[config.mk]
export PLATFORM = sky130hd
export DESIGN_NAME = cell_reference_notation_converter
export DESIGN_NICKNAME = d
export VERILOG_FILES = /design/src/rtl/core/crnc_pkg.sv /design/src/rtl/core/cell_reference_notation_converter.sv /design/src/rtl/core/crnc_dp.sv /design/src/rtl/core/crnc_ctrl.sv
export SDC_FILE = /design/constraint.sdc
export NUM_CORES = 1
export LEC_CHECK = 0
export BUFFER_PORTS_ARGS = -buffer_cell sky130_fd_sc_hd__clkbuf_2
export CAP_MARGIN = 10
export CORE_MARGIN = 2
export CORE_UTILIZATION = 30
export CTS_BUF_LIST = sky130_fd_sc_hd__clkbuf_16
export CTS_CLUSTER_SIZE = 12
export DETAILED_ROUTE_END_ITERATION = 16
export PLACE_DENSITY_LB_ADDON = 0.15
export SKIP_LAST_GASP = 1
export SLEW_MARGIN = 20
export SYNTH_ARGS = -nofsm -noshare
export SYNTH_HDL_FRONTEND = slang
export SYNTH_SLANG_ARGS = --single-unit
[constraint.sdc]
create_clock -name clk -period 16.95 [get_ports clk]
set_clock_uncertainty 0.05 [all_clocks]
set_input_delay 1.695 -clock clk [delete_from_list [all_inputs] [get_ports clk]]
set_output_delay 1.695 -clock clk [all_outputs]
set_load 0.05 [all_outputs]
[src/rtl/core/crnc_pkg.sv]
`default_nettype none
// ----------------------------------------------------------------------------
// crnc_pkg: shared definitions for the cell reference notation converter
// Character codes, parse phases, segment sources and the control/status
// bundles that run between the controller and the datapath.
// ----------------------------------------------------------------------------
package crnc_pkg;

  localparam logic [1:0] PH_LETTERS = 2'd0;
  localparam logic [1:0] PH_DIGITS  = 2'd1;
  localparam logic [1:0] PH_BREAK   = 2'd2;

  localparam logic [7:0] CH_A = 8'h41;
  localparam logic [7:0] CH_Z = 8'h5A;
  localparam logic [7:0] CH_0 = 8'h30;
  localparam logic [7:0] CH_9 = 8'h39;
  localparam logic [7:0] CH_R = 8'h52;
  localparam logic [7:0] CH_C = 8'h43;

  localparam logic [4:0] RADIX_DEC = 5'd10;
  localparam logic [4:0] RADIX_LET = 5'd26;

  localparam logic [1:0] SRC_FIRST  = 2'd0;
  localparam logic [1:0] SRC_LETTER = 2'd1;
  localparam logic [1:0] SRC_SECOND = 2'd2;

  typedef struct packed {
    logic       accept;
    logic       load;
    logic [1:0] src;
    logic       letters;
    logic       div_step;
    logic       push_lit;
    logic       lit_c;
    logic       push_digit;
    logic       pop;
    logic       pop_last;
    logic       clear;
  } crnc_cmd_t;

  typedef struct packed {
    logic ld_form;
    logic second_zero;
    logic next_zero;
    logic sp_one;
    logic emit_full;
    logic out_free;
  } crnc_stat_t;

endpackage
`default_nettype wire

[src/rtl/core/cell_reference_notation_converter.sv]
`default_nettype none
// Input: one character per cycle while idle. After the final character each
// number or letter segment is loaded, then each digit or letter takes a
// quotient step and a remainder-and-push step; each character then moves to
// the output register once that is free. Literals are pushed and moved; an
// empty column is skipped. No input is taken until the last character is popped.
// Reset (synchronous, rst_n low) clears the parse state and the output valid.
// ----------------------------------------------------------------------------
// cell_reference_notation_converter: A1 / R1C1 cell reference converter
// Parses a reference one character at a time and emits the other notation
// as a run of characters, the final one marked.
// ----------------------------------------------------------------------------
module cell_reference_notation_converter import crnc_pkg::*; #(
  parameter int VALUE_BITS    = 20,
  parameter int MAX_OUT_CHARS = 16
) (
  input  wire logic       clk,
  input  wire logic       rst_n,
  input  wire logic       in_valid,
  output logic            in_ready,
  input  wire logic [7:0] in_char_code,
  input  wire logic       in_last_char,
  output logic            out_valid,
  input  wire logic       out_ready,
  output logic [7:0]      out_char,
  output logic            out_last
);

  crnc_cmd_t  cmd;
  crnc_stat_t stat;

  crnc_ctrl u_ctrl (
    .clk          (clk),
    .rst_n        (rst_n),
    .in_valid     (in_valid),
    .in_last_char (in_last_char),
    .in_ready     (in_ready),
    .stat         (stat),
    .cmd          (cmd)
  );

  crnc_dp #(
    .VALUE_BITS    (VALUE_BITS),
    .MAX_OUT_CHARS (MAX_OUT_CHARS)
  ) u_dp (
    .clk          (clk),
    .rst_n        (rst_n),
    .in_char_code (in_char_code),
    .cmd          (cmd),
    .stat         (stat),
    .out_char     (out_char),
    .out_last     (out_last),
    .out_valid    (out_valid),
    .out_ready    (out_ready)
  );

endmodule
`default_nettype wire

[src/rtl/core/crnc_dp.sv]
`default_nettype none
// ----------------------------------------------------------------------------
// crnc_dp: converter datapath
// Parse accumulators, a reciprocal-multiply divider by 10 or 26, a digit stack
// that reverses the remainders, and the output register.
// ----------------------------------------------------------------------------
module crnc_dp import crnc_pkg::*; #(
  parameter int VALUE_BITS    = 20,
  parameter int MAX_OUT_CHARS = 16
) (
  input  wire logic       clk,
  input  wire logic       rst_n,
  input  wire logic [7:0] in_char_code,
  input  wire crnc_cmd_t  cmd,
  output crnc_stat_t      stat,
  output logic [7:0]      out_char,
  output logic            out_last,
  output logic            out_valid,
  input  wire logic       out_ready
);

  localparam int AW      = VALUE_BITS + 5;
  localparam int QSH     = VALUE_BITS + 5;
  localparam int MW      = VALUE_BITS + 2;
  localparam int PW      = VALUE_BITS + MW;
  localparam int DIG_MAX = ((VALUE_BITS * 1233) >> 12) + 1;
  localparam int IW      = $clog2(DIG_MAX);
  localparam int SPW     = $clog2(DIG_MAX + 1);
  localparam int ECW     = $clog2(MAX_OUT_CHARS);

  // Rounded-up reciprocals; the rounding error stays below 2^5 over the
  // divisor, which keeps the quotient exact for every VALUE_BITS-bit value.
  localparam longint unsigned RECIP_DEC_FULL =
    ((64'd1 << QSH) + 64'(RADIX_DEC) - 64'd1) / 64'(RADIX_DEC);
  localparam longint unsigned RECIP_LET_FULL =
    ((64'd1 << QSH) + 64'(RADIX_LET) - 64'd1) / 64'(RADIX_LET);
  localparam logic [MW-1:0] RECIP_DEC = MW'(RECIP_DEC_FULL);
  localparam logic [MW-1:0] RECIP_LET = MW'(RECIP_LET_FULL);

  logic [1:0]            phase_r;
  logic                  ld_form_r;
  logic [VALUE_BITS-1:0] letter_r;
  logic [VALUE_BITS-1:0] first_r;
  logic [VALUE_BITS-1:0] second_r;

  logic [VALUE_BITS-1:0] val_r;
  logic [VALUE_BITS-1:0] quo_r;
  logic [SPW-1:0]        sp_r;
  logic [ECW-1:0]        emit_cnt_r;
  logic [7:0]            stk_r [DIG_MAX];
  logic [7:0]            out_char_r;
  logic                  out_last_r;
  logic                  out_valid_r;

  logic                  is_let;
  logic                  is_dig;
  logic                  use_letters;
  logic [VALUE_BITS-1:0] acc_sel;
  logic [4:0]            acc_base;
  logic [4:0]            acc_add;
  logic [AW-1:0]         acc_sum;
  logic [VALUE_BITS-1:0] acc_sat;

  logic [4:0]            radix;
  logic [MW-1:0]         recip;
  logic [PW-1:0]         quo_prod;
  logic [VALUE_BITS-1:0] quo_calc;
  logic [AW-1:0]         rem_full;
  logic [4:0]            rem_val;
  logic [VALUE_BITS-1:0] val_next;
  logic [VALUE_BITS-1:0] src_val;
  logic [7:0]            digit_ch;
  logic [7:0]            push_ch;
  logic [SPW-1:0]        sp_dec;

  // Character classification and the shared saturating multiply-add.
  always_comb begin
    is_let      = (in_char_code >= CH_A) && (in_char_code <= CH_Z);
    is_dig      = (in_char_code >= CH_0) && (in_char_code <= CH_9);
    use_letters = (phase_r == PH_LETTERS) && is_let;
    if (use_letters) begin
      acc_sel  = letter_r;
      acc_base = RADIX_LET;
      acc_add  = 5'(in_char_code - CH_A + 8'd1);
    end else begin
      acc_sel  = (phase_r == PH_BREAK) ? second_r : first_r;
      acc_base = RADIX_DEC;
      acc_add  = 5'(in_char_code - CH_0);
    end
    acc_sum = AW'(acc_sel) * AW'(acc_base) + AW'(acc_add);
    if (acc_sum[AW-1:VALUE_BITS] != '0) begin
      acc_sat = {VALUE_BITS{1'b1}};
    end else begin
      acc_sat = acc_sum[VALUE_BITS-1:0];
    end
  end

  always_ff @(posedge clk) begin
    if (!rst_n || cmd.clear) begin
      phase_r   <= PH_LETTERS;
      ld_form_r <= 1'b1;
      letter_r  <= '0;
      first_r   <= '0;
      second_r  <= '0;
    end else if (cmd.accept) begin
      case (phase_r)
        PH_LETTERS: begin
          if (is_let) begin
            letter_r <= acc_sat;
          end else if (is_dig) begin
            phase_r <= PH_DIGITS;
            first_r <= acc_sat;
          end else begin
            phase_r   <= PH_BREAK;
            ld_form_r <= 1'b0;
          end
        end
        PH_DIGITS: begin
          if (is_dig) begin
            first_r <= acc_sat;
          end else begin
            phase_r   <= PH_BREAK;
            ld_form_r <= 1'b0;
          end
        end
        default: begin
          if (is_dig) begin
            second_r <= acc_sat;
          end
        end
      endcase
    end
  end

  // The quotient is registered first; the next cycle recovers the
  // remainder from it and pushes the character.
  always_comb begin
    radix    = cmd.letters ? RADIX_LET : RADIX_DEC;
    recip    = cmd.letters ? RECIP_LET : RECIP_DEC;
    quo_prod = PW'(val_r) * PW'(recip);
    quo_calc = VALUE_BITS'(quo_prod[PW-1:QSH]);
    rem_full = AW'(val_r) - AW'(quo_r) * AW'(radix);
    rem_val  = rem_full[4:0];
    val_next = (cmd.letters && rem_val == 5'd0) ? quo_r - 1'b1 : quo_r;
    if (cmd.letters) begin
      digit_ch = (rem_val == 5'd0) ? CH_Z : CH_A + 8'(rem_val) - 8'd1;
    end else begin
      digit_ch = CH_0 + 8'(rem_val);
    end
    case (cmd.src)
      SRC_FIRST:  src_val = first_r;
      SRC_LETTER: src_val = letter_r;
      SRC_SECOND: src_val = second_r;
      default:    src_val = first_r;
    endcase
    if (cmd.push_lit) begin
      push_ch = cmd.lit_c ? CH_C : CH_R;
    end else begin
      push_ch = digit_ch;
    end
    sp_dec = sp_r - 1'b1;
  end

  always_ff @(posedge clk) begin
    if (cmd.load) begin
      val_r <= src_val;
    end else if (cmd.push_digit) begin
      val_r <= val_next;
    end
    if (cmd.div_step) begin
      quo_r <= quo_calc;
    end
    if (cmd.push_digit || cmd.push_lit) begin
      stk_r[sp_r[IW-1:0]] <= push_ch;
    end
    if (cmd.pop) begin
      out_char_r <= stk_r[sp_dec[IW-1:0]];
      out_last_r <= cmd.pop_last;
    end
  end

  always_ff @(posedge clk) begin
    if (!rst_n) begin
      sp_r        <= '0;
      emit_cnt_r  <= '0;
      out_valid_r <= 1'b0;
    end else begin
      if (cmd.push_digit || cmd.push_lit) begin
        sp_r <= sp_r + 1'b1;
      end else if (cmd.pop) begin
        sp_r <= sp_dec;
      end
      if (cmd.pop) begin
        emit_cnt_r <= emit_cnt_r + 1'b1;
      end
      // The end of a reference drops any characters beyond the output limit.
      if (cmd.clear) begin
        sp_r       <= '0;
        emit_cnt_r <= '0;
      end
      if (cmd.pop) begin
        out_valid_r <= 1'b1;
      end else if (out_ready) begin
        out_valid_r <= 1'b0;
      end
    end
  end

  always_comb begin
    stat.ld_form     = ld_form_r;
    stat.second_zero = second_r == '0;
    stat.next_zero   = val_next == '0;
    stat.sp_one      = sp_r == SPW'(1);
    stat.emit_full   = emit_cnt_r == ECW'(MAX_OUT_CHARS - 1);
    stat.out_free    = !out_valid_r || out_ready;
  end

  assign out_char  = out_char_r;
  assign out_last  = out_last_r;
  assign out_valid = out_valid_r;

`ifndef SYNTHESIS
  a_pop_nonempty: assert property (@(posedge clk) disable iff (!rst_n)
    cmd.pop |-> sp_r != '0)
    else $error("pop from an empty digit stack");
  a_stack_bound: assert property (@(posedge clk) disable iff (!rst_n)
    sp_r <= SPW'(DIG_MAX))
    else $error("digit stack overflow");
  a_pop_slot_free: assert property (@(posedge clk) disable iff (!rst_n)
    cmd.pop |-> stat.out_free)
    else $error("pop into an occupied output register");
  a_last_shown: assert property (@(posedge clk) disable iff (!rst_n)
    cmd.pop && cmd.pop_last |=> out_valid_r && out_last_r)
    else $error("final character not presented as last");
`endif

endmodule
`default_nettype wire

[src/rtl/core/crnc_ctrl.sv]
`default_nettype none
// ----------------------------------------------------------------------------
// crnc_ctrl: converter sequencer
// Takes characters while idle, then walks the output segments of the other
// notation: literal, divide, push remainder, and pop to the output.
// ----------------------------------------------------------------------------
module crnc_ctrl import crnc_pkg::*; (
  input  wire logic       clk,
  input  wire logic       rst_n,
  input  wire logic       in_valid,
  input  wire logic       in_last_char,
  output logic            in_ready,
  input  wire crnc_stat_t stat,
  output crnc_cmd_t       cmd
);

  localparam logic [2:0] S_IDLE  = 3'd0;
  localparam logic [2:0] S_SEG   = 3'd1;
  localparam logic [2:0] S_DIV   = 3'd2;
  localparam logic [2:0] S_DIGIT = 3'd3;
  localparam logic [2:0] S_POP   = 3'd4;

  logic [2:0] state_r;
  logic [2:0] state_nxt;
  logic [1:0] seg_r;
  logic [1:0] seg_nxt;

  logic       last_seg;
  logic       is_lit;
  logic       letters;
  logic       fin;

  // Letters-digits output is R, row, C, column; row-column output is
  // column letters followed by the row.
  always_comb begin
    last_seg = stat.ld_form ? (seg_r == 2'd3) : (seg_r == 2'd1);
    is_lit   = stat.ld_form && !seg_r[0];
    letters  = !stat.ld_form && (seg_r == 2'd0);
    fin      = stat.emit_full || (stat.sp_one && last_seg);
  end

  always_comb begin
    state_nxt   = state_r;
    seg_nxt     = seg_r;
    in_ready    = 1'b0;
    cmd         = '0;
    cmd.letters = letters;
    cmd.lit_c   = seg_r[1];
    if (stat.ld_form) begin
      cmd.src = seg_r[1] ? SRC_LETTER : SRC_FIRST;
    end else begin
      cmd.src = seg_r[0] ? SRC_FIRST : SRC_SECOND;
    end
    case (state_r)
      S_IDLE: begin
        in_ready   = 1'b1;
        cmd.accept = in_valid;
        if (in_valid && in_last_char) begin
          seg_nxt   = 2'd0;
          state_nxt = S_SEG;
        end
      end
      S_SEG: begin
        if (is_lit) begin
          cmd.push_lit = 1'b1;
          state_nxt    = S_POP;
        end else if (letters && stat.second_zero) begin
          seg_nxt = seg_r + 2'd1;
        end else begin
          cmd.load  = 1'b1;
          state_nxt = S_DIV;
        end
      end
      S_DIV: begin
        cmd.div_step = 1'b1;
        state_nxt    = S_DIGIT;
      end
      S_DIGIT: begin
        cmd.push_digit = 1'b1;
        state_nxt      = stat.next_zero ? S_POP : S_DIV;
      end
      S_POP: begin
        if (stat.out_free) begin
          cmd.pop      = 1'b1;
          cmd.pop_last = fin;
          if (fin) begin
            cmd.clear = 1'b1;
            state_nxt = S_IDLE;
          end else if (stat.sp_one) begin
            seg_nxt   = seg_r + 2'd1;
            state_nxt = S_SEG;
          end
        end
      end
      default: begin
        state_nxt = S_IDLE;
      end
    endcase
  end

  always_ff @(posedge clk) begin
    if (!rst_n) begin
      state_r <= S_IDLE;
      seg_r   <= 2'd0;
    end else begin
      state_r <= state_nxt;
      seg_r   <= seg_nxt;
    end
  end

`ifndef SYNTHESIS
  a_accept_idle: assert property (@(posedge clk) disable iff (!rst_n)
    cmd.accept |-> state_r == S_IDLE && in_valid)
    else $error("character taken outside idle");
  a_one_push: assert property (@(posedge clk) disable iff (!rst_n)
    !(cmd.push_lit && cmd.push_digit) && !(cmd.pop && (cmd.push_lit || cmd.push_digit)))
    else $error("conflicting stack operations");
  a_clear_with_last: assert property (@(posedge clk) disable iff (!rst_n)
    cmd.clear |-> cmd.pop && cmd.pop_last)
    else $error("parse state cleared before the final character");
`endif

endmodule
`default_nettype wire

; ---- Word-level counts from Yosys, hierarchy flattened
; Memories as Yosys holds them, arrays and structs flattened. A register that Yosys moved wholly into a read port is not among the register bits.
; Cells that the tools add are included.
[classes]
n_lt_le_gt_ge = 4
n_eq_ne = 22
muxes = 62
add_sub_neg = 13
multipliers = 3
bitwise_logic = 2
reduce_logical = 38
[op_table]
columns = cell, count
row1 = 20-bit 2-to-1 mux, 8
row2 = 20-bit case mux with 2 select lines, 2
row3 = 20-bit by 22-bit multiplier with 42-bit output, 1
row4 = 20-bit logical NOT, 2
row5 = 3-bit 2-to-1 mux, 11
row6 = 25-bit by 5-bit adder with 25-bit output, 1
row7 = 20-bit by 5-bit multiplier with 25-bit output, 1
row8 = 8-bit 2-to-1 mux, 3
row9 = 2-bit 2-to-1 mux, 11
row10 = 22-bit 2-to-1 mux, 1
row11 = 5-bit 2-to-1 mux, 4
row12 = 1-bit 2-to-1 mux, 18
row13 = 17-bit by 1-bit subtractor with 18-bit output (second input constant), 1
row14 = 17-bit by 5-bit multiplier with 5-bit output, 1
row15 = 3-bit case mux with 5 select lines, 1
row16 = 2-bit != test (second input constant), 5
row17 = 1-bit logical AND, 9
row18 = 3-bit AND reduction, 3
row19 = 7-bit by 5-bit adder with 8-bit output (first input constant), 1
row20 = 8-bit by 6-bit greater-or-equal comparator with 1-bit output (second input constant), 1
row21 = 8-bit by 7-bit greater-or-equal comparator with 1-bit output (second input constant), 1
row22 = 8-bit by 6-bit less-or-equal comparator with 1-bit output (second input constant), 1
row23 = 8-bit by 7-bit less-or-equal comparator with 1-bit output (second input constant), 1
row24 = 4-bit AND reduction, 2
row25 = 34 further kinds, 54
[totals]
ram_bits = 56
reg_bits = 114
out_inout_bits = 11
word_cells = 158
mem_count = 1
[memory_table]
columns = memory, words, word_bits, read_ports, rd_clocked_by_memory_dff, wr, line_no
row1 = u_dp.stk_r, 7, 8, 1, 1, 1, crnc_dp.sv:50  ; logic [7:0] stk_r [DIG_MAX];

; ---- Longest topological paths before layout
[depth]
depth_word = 11
depth_mapped = 28
ltp_nobuf = 26

; ---- By module
; A second synthesis with hierarchy kept.
[hier_totals]
cells_unflattened = 1918
area_unflattened_um2 = 18766.7
[by_module_without_submodules]
columns = module, n_inst, area_each_um2, cells_each, seq_area_each_um2
row1 = crnc_dp, 1, 18283.8, 1856, 4244.1
row2 = crnc_ctrl, 1, 483.0, 62, 100.1

; ---- Worst setup path before layout
; No wires, ideal clock.
[synth_path]
path_type = register -> register
startpoint = register u_ctrl.seg_r[0]
endpoint = register u_dp.quo_r[14], data pin
slack_ns = 9.940
arrival_time_ns = 6.696
setup_time_ns = 0.264
path_buffers = 2
path_stages_with_launch = 27
path_cell_list = dfxtp_1 inv_1 ha_1 nand2b_1 clkbuf_1 clkbuf_1 nor2_1 ha_1 fa_1 fa_1 inv_1 fa_1 inv_1 fa_1 fa_1 inv_1 fa_1 inv_1 ha_1 nand4_1 nor2_1 nand3_1 a221oi_1 nor2_1 or4_1 a31oi_1 xor2_1
[synth_via]
elab_chain_cells = 4
[synth_lines]
columns = item, line_no
row1 = "start, declared", crnc_ctrl.sv:25  ; logic [1:0] seg_r;
row2 = "start signal, assigned", crnc_ctrl.sv:107  ; seg_r <= seg_nxt;
row3 = 2-bit logical NOT, crnc_ctrl.sv:38  ; letters = !stat.ld_form && (seg_r == 2'd0);
row4 = 1-bit logical AND, crnc_ctrl.sv:38
row5 = 22-bit 2-to-1 mux, crnc_dp.sv:139  ; recip = cmd.letters ? RECIP_LET : RECIP_DEC;
row6 = 20-bit by 22-bit multiplier with 42-bit output, crnc_dp.sv:140  ; quo_prod = PW'(val_r) * PW'(recip);
row7 = net u_dp.quo_prod[39], crnc_dp.sv:66  ; logic [PW-1:0] quo_prod;
row8 = "end signal, assigned", crnc_dp.sv:171  ; quo_r <= quo_calc;
row9 = "end, declared", crnc_dp.sv:47  ; logic [VALUE_BITS-1:0] quo_r;
; The timed path passes the listed nets, and every way through them passes these cells.
; A chain may end at the register's enable or synchronous reset.

; ---- Final worst setup path
; Same ends and word-level chain as after synthesis.

==> impl_metrics.tcl <==
set metrics [dict create \
    outcome "finished clean" \
    gr-total-overflow 0 \
    ctsHoldBuffers 0 \
    rsz0062_at_grt "no" \
    slew_violations 0 \
    ioPinCount 24 \
    drtPass1Iterations 5 \
    regArea_mm2 0.00434 \
    cp.required_ns 17.08 \
    dp_cells 2687 \
    synth.distinct_cells 71 \
    critPathLaunchType "flop" \
    drt_iter0_drc 644 \
    fillerInstances 6384 \
    netlist_top_cells_area "fa_1, ha_1, edfxtp_1, dfxtp_1, inv_1" \
    cp-end-kind "flop" \
    yosys_register_bits 170 \
    grt_max_degree 61 \
    cts_setup_buffers 0 \
    root_buffer "clkbuf_16" \
    drv_cap 0 \
    critPathMaxFanout 26 \
    synth_top_family_by_area "adder cells" \
    synth_common_cells "inv_1, ha_1, fa_1" \
    synthesis.instances 1927 \
    multi_input_area_mm2 0.0128 \
    ff2ff_setup_slack_ns 8.85 \
    numCtsBuffers 17 \
    cts_resized 0 \
    port_buffers 22 \
    synth_edf_count 94 \
    tightest_slew_ns 1.05 \
    final.min_clock_period_ns 8.10 \
    crit_arrival_ns 8.22 \
    final_antenna_net_count 0 \
    yosysWarnings 0 \
    hp-class "flop to flop" \
    yosysMostFrequentCell "inv_1" \
    cts_num_sinks 170 \
    yosysSeqAreaShare_pct 23.3 \
    finalCritPeriodShare_pct 47.8 \
    fp.dieArea_mm2 0.0640 \
    rr_worst_depth 26 \
    grt_pass1_wl_mm 77.7 \
    antenna-diode-count 0 \
    hpwl_mm 39.4 \
    grt_pass1_vias 13800 \
    max_freq_ghz 0.124 \
    drc_errors 0 \
    gp_congestion 0.851 \
    synthSimpleGateAreaFrac_pct 10.4 \
    clock_latency_ns 0.43 \
    yosysTopAreaCell "fa_1" \
    synth_mux_area_share_pct 2.47 \
    yosysTopAreaCellShare_pct 20.0 \
    dpl_cell_area_mm2 0.0196 \
    synth-compound-area-share_pct 12.8 \
    whs_path_depth 2 \
    initial_utilization_pct 30.3 \
    netlist_area_mm2 0.0186 \
    tns_ns 0 \
    die_width_um 253 \
    path_clk_slew_ns 0.07 \
    via_count 13200 \
    syn_area_per_cell_um2 9.66 \
    synthAdderAreaFrac_pct 39.9 \
    drive_gt1_share_pct 5.09 \
    hold_viol_final 0 \
    finalWirelength_mm 48.3 \
    rows 91 \
    grtUsageTotal_pct 15.5 \
    clk_path_buf_depth 2 \
    ys.flop_type "edfxtp_1" \
    htreeDepth 4 \
    stdcell_area_mm2 0.0201 \
    routed_via_density 4.87 \
    instances_no_fill 2717 \
    antenna_found_initial 0 \
    cts_tree "yes" \
    synth_nets 2422 \
    area_growth_pct 8.15 \
    nets 2411 \
    setup_viol 0 \
    path_class "flop to flop" \
    fin_util_pct 32.7 \
    synthXorXnorAreaFrac_pct 3.21 \
    wire_per_inst_um 17.8 \
    core_mm2 0.0615 \
    async_reset_ff_share_pct 0 \
    fp.dieH_um 253 \
    max_slew_margin_pct 29.8 \
]
[placed cells by master (no fill, tap or decap), drive strengths merged, types with 27 or more instances in the layout]
| master | Yosys | final |
|---|---|---|
| xnor2 | 42 | 42 |
| a31oi | 27 | 27 |
| o21ai | 105 | 105 |
| nor2 | 166 | 166 |
| dfxtp | 76 | 76 |
| edfxtp | 94 | 94 |
| mux2i | 29 | 29 |
| nand2 | 84 | 84 |
| and3 | 27 | 27 |
| a21oi | 131 | 131 |
| fa | 186 | 186 |
| ha | 296 | 296 |
| inv | 303 | 307 |
| clkbuf | 55 | 39 |
[flip-flops by register name (all words and copies together), names as in the netlist]
register         cells
u_dp.val_r          20
u_dp.out_valid       1
u_ctrl.state_r       3
u_dp.letter_r       20
u_dp.sp_r            3
u_dp.emit_cnt_r      4
u_ctrl.seg_r         2
u_dp.ld_form_r       1
u_dp.first_r        20
u_dp.out_char        7
u_dp.quo_r          17
u_dp.stk_r          49
u_dp.second_r       20
u_dp.out_last        1
u_dp.phase_r         2
[worst max-delay path, stage by stage (launching register included)]
cell and delay [ns]:
dfxtp_1 0.40, inv_1 0.12, ha_1 0.21, nor2b_2 0.15
buf_4 0.32, nand2_1 0.18, xnor2_1 0.17, ha_1 0.30
inv_1 0.05, fa_1 0.54, inv_1 0.06, fa_1 0.50
fa_1 0.51, fa_1 0.52, fa_1 0.55, inv_1 0.06
fa_1 0.53, inv_1 0.04, ha_1 0.31, nand4_1 0.16
nor2_1 0.15, nand3_1 0.08, a221oi_1 0.82, nor2_1 0.19
or4_1 0.58, a31oi_1 0.18, xor2_1 0.08
[metrics by stage]
step / hold slack, ns / setup slack (ns)
floorplan: 0.400 / 9.94
global placement: 0.419 / 8.90
detailed placement: 0.425 / 8.79
CTS: 0.435 / 8.88
global route: 0.462 / 8.36
finish: 0.428 / 8.85
[logic make-up (layout without fill, tap and decap cells)]
| kind of cell | count (synthesis) | after routing |
|---|---|---|
| compound gates | 389 | 389 |
| xor+xnor | 65 | 65 |
| fa+ha+maj | 482 | 482 |
| buf+inv | 375 | 375 |
| flops | 170 | 170 |
| mux | 37 | 37 |
| other cells | 1 | 1 |
| simple gates | 408 | 408 |
[routing by layer]
layer	vias to the layer above	GRT usage (%)	part of all wire, %
li1	6532	-	-
met1	6510	21.9	49
met2	157	26.3	48
met3	23	1.33	2.1
met4	0	2.37	0.88
met5	-	0	0
[final timing paths]
| check | startpoint | endpoint |
|---|---|---|
| worst min register to register | u_dp.emit_cnt_r[1]$_SDFFE_PP0P_ | u_dp.emit_cnt_r[1]$_SDFFE_PP0P_ |
| worst max-delay path | u_ctrl.seg_r[0]$_SDFFE_PN0P_ | u_dp.quo_r[14]$_DFFE_PP_ |
| worst max register to register | u_ctrl.seg_r[0]$_SDFFE_PN0P_ | u_dp.quo_r[14]$_DFFE_PP_ |
| worst min-delay path | u_dp.emit_cnt_r[1]$_SDFFE_PP0P_ | u_dp.emit_cnt_r[1]$_SDFFE_PP0P_ |
[final cells by class]
class,count,share of cell area [%]
multi-input cells,1382,63.8
clock inverters,13,0.609
well taps,790,4.91
inverters,304,5.67
clock buffers,17,2.11
repair buffers,41,1.36
flip-flops and latches,170,21.6
Power is left out: the tool's default activity adds up to more than one toggle a clock period on the data nets, which glitch-free logic cannot reach.
